[src/rtl/usci_pkg.sv]
`default_nettype none

package usci_pkg;

    // Receive queue size and frame length in bit times
    localparam int RX_QUEUE_DEPTH = 16;
    localparam int FRAME_BITS     = 10;

    localparam int QIDX_W  = (RX_QUEUE_DEPTH > 1) ? $clog2(RX_QUEUE_DEPTH) : 1;
    localparam int QCNT_W  = $clog2(RX_QUEUE_DEPTH + 1);
    localparam int TIMER_W = 16;

    // Status/control bit positions
    localparam int SC_TE   = 1;
    localparam int SC_TIE  = 2;
    localparam int SC_RE   = 3;
    localparam int SC_RIE  = 4;
    localparam int SC_TDRE = 5;
    localparam int SC_RDRF = 7;

    localparam logic [7:0] SC_RESET     = 8'h20;
    localparam logic [7:0] SC_KEEP_MASK = 8'he0;
    localparam logic [7:0] SC_WR_MASK   = 8'h1f;
    localparam logic [3:0] RATE_MASK    = 4'hf;

    typedef enum logic [1:0] {
        CMD_TICK  = 2'd0,
        CMD_WRITE = 2'd1,
        CMD_READ  = 2'd2,
        CMD_LINE  = 2'd3
    } cmd_t;

    typedef enum logic [1:0] {
        OFF_RATE   = 2'd0,
        OFF_STATUS = 2'd1,
        OFF_RXDATA = 2'd2,
        OFF_TXDATA = 2'd3
    } reg_off_t;

    typedef struct packed {
        logic push;
        logic pop;
        logic clear;
    } rxq_ctl_t;

    typedef struct packed {
        logic [7:0]        head_data;
        logic [QCNT_W-1:0] count;
        logic              empty;
        logic              full;
    } rxq_stat_t;

    // Frame length in ticks for a given rate select
    function automatic logic [TIMER_W-1:0] frame_ticks(input logic [1:0] sel);
        logic [TIMER_W-1:0] t;
        case (sel)
            2'd0:    t = TIMER_W'(16 * FRAME_BITS);
            2'd1:    t = TIMER_W'(128 * FRAME_BITS);
            2'd2:    t = TIMER_W'(1024 * FRAME_BITS);
            default: t = TIMER_W'(4096 * FRAME_BITS);
        endcase
        return t;
    endfunction

endpackage

`default_nettype wire

[src/rtl/usci_rx_queue.sv]
`default_nettype none

// Circular receive queue; one push, pop or clear per cycle.
module usci_rx_queue (
    input  wire logic                clk,
    input  wire logic                rst_n,
    input  wire usci_pkg::rxq_ctl_t  ctl,
    input  wire logic [7:0]          push_data,
    output usci_pkg::rxq_stat_t      stat
);

    logic [7:0]                   mem [usci_pkg::RX_QUEUE_DEPTH];
    logic [usci_pkg::QIDX_W-1:0]  head_reg, head_next;
    logic [usci_pkg::QCNT_W-1:0]  count_reg, count_next;
    logic [usci_pkg::QIDX_W:0]    tail_sum;
    logic [usci_pkg::QIDX_W-1:0]  tail;
    logic                         full;
    logic                         push_ok;
    logic [7:0]                   head_data_reg;

    assign full     = (count_reg == usci_pkg::QCNT_W'(usci_pkg::RX_QUEUE_DEPTH));
    assign tail_sum = {1'b0, head_reg} + (usci_pkg::QIDX_W + 1)'(count_reg);
    assign push_ok  = ctl.push && !ctl.clear && !full;

    always_comb
    begin
        if (tail_sum >= (usci_pkg::QIDX_W + 1)'(usci_pkg::RX_QUEUE_DEPTH))
        begin
            tail = usci_pkg::QIDX_W'(tail_sum
                   - (usci_pkg::QIDX_W + 1)'(usci_pkg::RX_QUEUE_DEPTH));
        end
        else
        begin
            tail = tail_sum[usci_pkg::QIDX_W-1:0];
        end
    end

    always_comb
    begin
        head_next  = head_reg;
        count_next = count_reg;
        if (ctl.clear)
        begin
            head_next  = '0;
            count_next = '0;
        end
        else if (ctl.pop && count_reg != '0)
        begin
            if (head_reg == usci_pkg::QIDX_W'(usci_pkg::RX_QUEUE_DEPTH - 1))
            begin
                head_next = '0;
            end
            else
            begin
                head_next = head_reg + 1'b1;
            end
            count_next = count_reg - 1'b1;
        end
        else if (ctl.push && !full)
        begin
            count_next = count_reg + 1'b1;
        end
    end

    always_ff @(posedge clk or negedge rst_n)
    begin
        if (!rst_n)
        begin
            head_reg  <= '0;
            count_reg <= '0;
        end
        else
        begin
            head_reg  <= head_next;
            count_reg <= count_next;
        end
    end

    // storage, no reset: entries are read only after being written.
    // The head entry is registered from the next head pointer; a push into an empty
    // queue goes straight to the head register.
    always_ff @(posedge clk)
    begin
        if (push_ok)
        begin
            mem[tail] <= push_data;
        end
        if (push_ok && tail == head_next)
        begin
            head_data_reg <= push_data;
        end
        else
        begin
            head_data_reg <= mem[head_next];
        end
    end

    assign stat.head_data = head_data_reg;
    assign stat.count     = count_reg;
    assign stat.empty     = (count_reg == '0);
    assign stat.full      = full;

endmodule

`default_nettype wire

[config.mk]
export PLATFORM = sky130hd
export DESIGN_NAME = usci_rx_queue
export DESIGN_NICKNAME = d
export VERILOG_FILES = /design/src/rtl/usci_pkg.sv /design/src/rtl/usci_rx_queue.sv
export SDC_FILE = /design/constraint.sdc
export NUM_CORES = 1
export LEC_CHECK = 0
export BUFFER_PORTS_ARGS = -buffer_cell sky130_fd_sc_hd__buf_4
export CAP_MARGIN = 10
export CORE_UTILIZATION = 55
export DETAILED_ROUTE_END_ITERATION = 10
export HOLD_SLACK_MARGIN = 0.08
export PLACE_DENSITY = 0.79
export SLEW_MARGIN = 30
export SYNTH_ARGS = -nofsm -noshare
export SYNTH_HDL_FRONTEND = slang
export SYNTH_SLANG_ARGS = --single-unit
[constraint.sdc]
create_clock -name clk -period 2.45 [get_ports clk]
set_input_delay 0.3675 -clock clk [delete_from_list [all_inputs] [get_ports clk]]
set_output_delay 0.3675 -clock clk [all_outputs]
set_load 0.005 [all_outputs]
==> results_dict.tcl <==
set metrics [dict create \
    outcome "finished with violations" \
    failed_checks "setup timing" \
    startpoint_type "register" \
    avgSynthCellArea_um2 18.9 \
    p_sw_frac 0.288 \
    ant_nets 0 \
    drcViolationCount 0 \
    syn-num-nets 332 \
    place_hpwl_um 7420 \
    overflow 0 \
    post-route-min-period_ps 2640 \
    totalNegativeSetupSlack_ps -815 \
    fin_skew_ps 6.97 \
    cts.reportedPaths.clkPinSlew_ps 60 \
    peakVddDrop_v 0.000476 \
    multiInputGateArea_um2 1730 \
    period_share 1.08 \
    synth-simple-area-share 0.0479 \
    grt_pass1_wl_um 20200 \
    fp.dieW_um 105 \
    clk_latency_ps 530 \
    path_cells "buf_12 -> buf_16 -> mux4_2 -> a22oi_2 -> nand2_2 -> buf_6" \
    crit_slowest_cell "mux4_2" \
    ys_ff_latch 141 \
    io_pins 28 \
    synth_compound_area_frac 0.0451 \
    fmax_mhz 379 \
    leakagePower_nw 2.49 \
    netlist.top_cell.by_area "edfxtp_1" \
    synth_xor_area_frac 0.0105 \
    post_route_cells_drive_above_1_share 0.430 \
    ys_warn_count 0 \
    tightest_slew_ps 632 \
    synth_edf_count 128 \
    cts_tree "done" \
    ctsHtreeMaxLevel 4 \
    end_kind "primary output" \
    setup_ws_ps -190 \
    seq_area_frac_synth 0.709 \
    r2r_slack_ps 20 \
    fill_cells 621 \
    syn_to_final_growth_pct 23.7 \
    n_antenna_cell 0 \
    synth.area.top_cells "edfxtp_1 66%, mux4_2 7.3%, mux4_1 5.8%" \
    wl_um 13600 \
    synthFlopType "edfxtp_1" \
    critPathKind "register to primary output" \
    die_area_um2 11100 \
    grt_usage 0.264 \
    cpPeakStageDelay_ps 570 \
    hold_path.class "input pin to register" \
    crit-reg2reg-launch "head_reg[0]" \
    core_um2 10300 \
    synthArstFlopShare 0.0638 \
    first_pass_iters 5 \
    gp_congestion 0.789 \
    power_mw 7.17 \
    synth_fa_ha_area_frac 0.0240 \
    netSwitchingPower_mw 2.06 \
    share_comb_of_total_power 0.256 \
    synth_top_area_frac 0.657 \
    slew_headroom 0.579 \
    largest_reg_flops 128 \
    synth_cell_type_count 40 \
    via_per_inst 6.17 \
    cp.arrival_ps 2270 \
    grt_max_degree 33 \
    required_ps 2080 \
    start_util 0.567 \
    cts-root-buf "clkbuf_8" \
    grt_antenna_before_repair 0 \
    p_seq_frac 0.403 \
    final_max_slew_viol_count 0 \
    dp_slack_ps -150 \
    syn-cell-area_um2 5850 \
    syn_inst 309 \
    hold_depth 2 \
    cap_violations 0 \
    crit_end "stat[11]" \
    grt_pass1_vias 3346 \
    die_h_um 105 \
    routedWlPerCell_um 25.6 \
    row_count 37 \
    powerDensity_nw_per_um2 991 \
    intPower_mw 5.11 \
    port_buffers 27 \
    hold_violations 0 \
    vias 3263 \
    numCtsBuffers 17 \
    first_iter_violations 322 \
    clkSinkCount 141 \
    ff2ff_path_depth 8 \
    synth_top_family_by_area "multiplexers" \
    reg2reg_to "mem[10][3]" \
    clockPowerShare 0.341 \
    cp_max_fo 8 \
    layout.nets 403 \
    cts_buffer_depth 2 \
    synthMuxAreaShare 0.144 \
    rsz0062_at_grt "yes" \
    seq_area_um2 4150 \
    setup_viol 8 \
]
worst max-delay path, delay by kind of cell, from the launching register on:
kind / cells / cell delay [ps]
and+or+nand+nor: 1 / 120
DFF: 1 / 400
AOI/OAI and AO/OA: 1 / 260
buffers and inverters: 3 / 390
muxes: 1 / 570
Yosys cell counts, types with 3 or more instances:
cell and number:
mux2i_1 6, inv_1 3, nor2_1 28, xnor2_1 4, nand3_1 6, dfxtp_1 4
mux4_1 13, ha_1 8, edfxtp_1 128, nand2_1 12, o21ai_0 3, clkdlybuf4s25_2 3
a21oi_1 6, buf_2 4, xor2_1 3, buf_6 3, a21o_1 3, dfrtp_1 9
mux4_2 19, nor2b_1 3, a22oi_1 16
what timing repair did:
action / CTS / global route
hold buffers: 1 / 0
gates cloned: 3 / 0
endpoints found under the setup margin: 65 / 114
endpoints found under the hold margin: 9 / 0
pin swaps: 11 / 12
gates resized for setup: 42 / 23
buffers inserted: 2 / 11
metrics by stage:
step                      hold WS [ps]  cells   util  instance area, um^2
after floorplan                   71.9    309      -                 5850
final                              139    529  0.701                 7230
after detailed placement           198    482  0.612                 6320
after global routing               137    529  0.701                 7230
after global placement             203    482  0.612                 6320
after CTS                         93.3    520  0.687                 7090
final cells by class:
class | instances | share of cell area
inverter | 3 | 0.00156
timing repair buffer | 65 | 0.0834
clock buffer | 17 | 0.0572
multi-input combinational | 152 | 0.239
sequential | 141 | 0.574
clock inverter | 15 | 0.0208
tap | 136 | 0.0235
cell usage in the layout, fill, tap and decap left out, drive strengths merged:
master / Yosys / layout
a21o: 3 / 3
a21oi: 6 / 6
a221oi: 1 / 1
a22oi: 16 / 16
a311o: 1 / 1
a311oi: 1 / 1
and2: 2 / 2
and2b: 1 / 1
buf: 9 / 64
bufinv: 0 / 1
clkbuf: 1 / 17
clkinv: 0 / 1
clkinvlp: 0 / 4
dfrtp: 9 / 9
dfxtp: 4 / 4
dlygate4sd3: 0 / 1
edfxtp: 128 / 128
fa: 2 / 2
ha: 8 / 8
inv: 3 / 12
mux2: 1 / 1
mux2i: 6 / 6
mux4: 32 / 32
nand2: 12 / 12
nand2b: 2 / 2
nand3: 6 / 6
nand3b: 1 / 1
nand4: 2 / 2
nor2: 28 / 28
nor2b: 3 / 3
nor4: 1 / 1
o211ai: 1 / 1
o21ai: 5 / 5
o31ai: 2 / 2
or4: 1 / 1
or4bb: 1 / 1
xnor2: 4 / 4
xor2: 3 / 3
power groups by stage:
stage | sequential [mW] | combinational, mW | clock, mW
global placement | 2.91 | 1.38 | 0
global route | 2.90 | 1.95 | 2.57
finish | 2.89 | 1.84 | 2.44
detailed placement | 2.92 | 1.42 | 0
floorplan | 2.91 | 0.921 | 0
CTS | 2.89 | 1.68 | 2.46
worst min-delay path by stage:
stage                      start      endpoint  slack, ps
final                     ctl[0]  count_reg[4]        140
after global routing      ctl[0]  count_reg[4]        140
after CTS                 ctl[0]  count_reg[4]         90
after detailed placement   rst_n  count_reg[3]        200
after global placement     rst_n  count_reg[4]        200
after floorplan            rst_n  count_reg[0]         70
routing by layer:
layer,vias to the layer above,GRT usage,share of wire
met5,-,0,0
met4,0,0.0835,0.025
met3,30,0.0536,0.066
met2,146,0.456,0.53
met1,1682,0.338,0.38
li1,1405,-,-
logic make-up (layout without fill, tap and decap cells):
logic type,count (synthesis),count (layout)
XOR/XNOR,7,7
adder cells (fa/ha/maj),10,10
buffers and inverters,16,100
AO/OA/AOI/OAI,36,36
flip-flops,141,141
multiplexers,39,39
AND/OR/NAND/NOR,60,60
No activity file was read; power rests on OpenSTA's default activity.
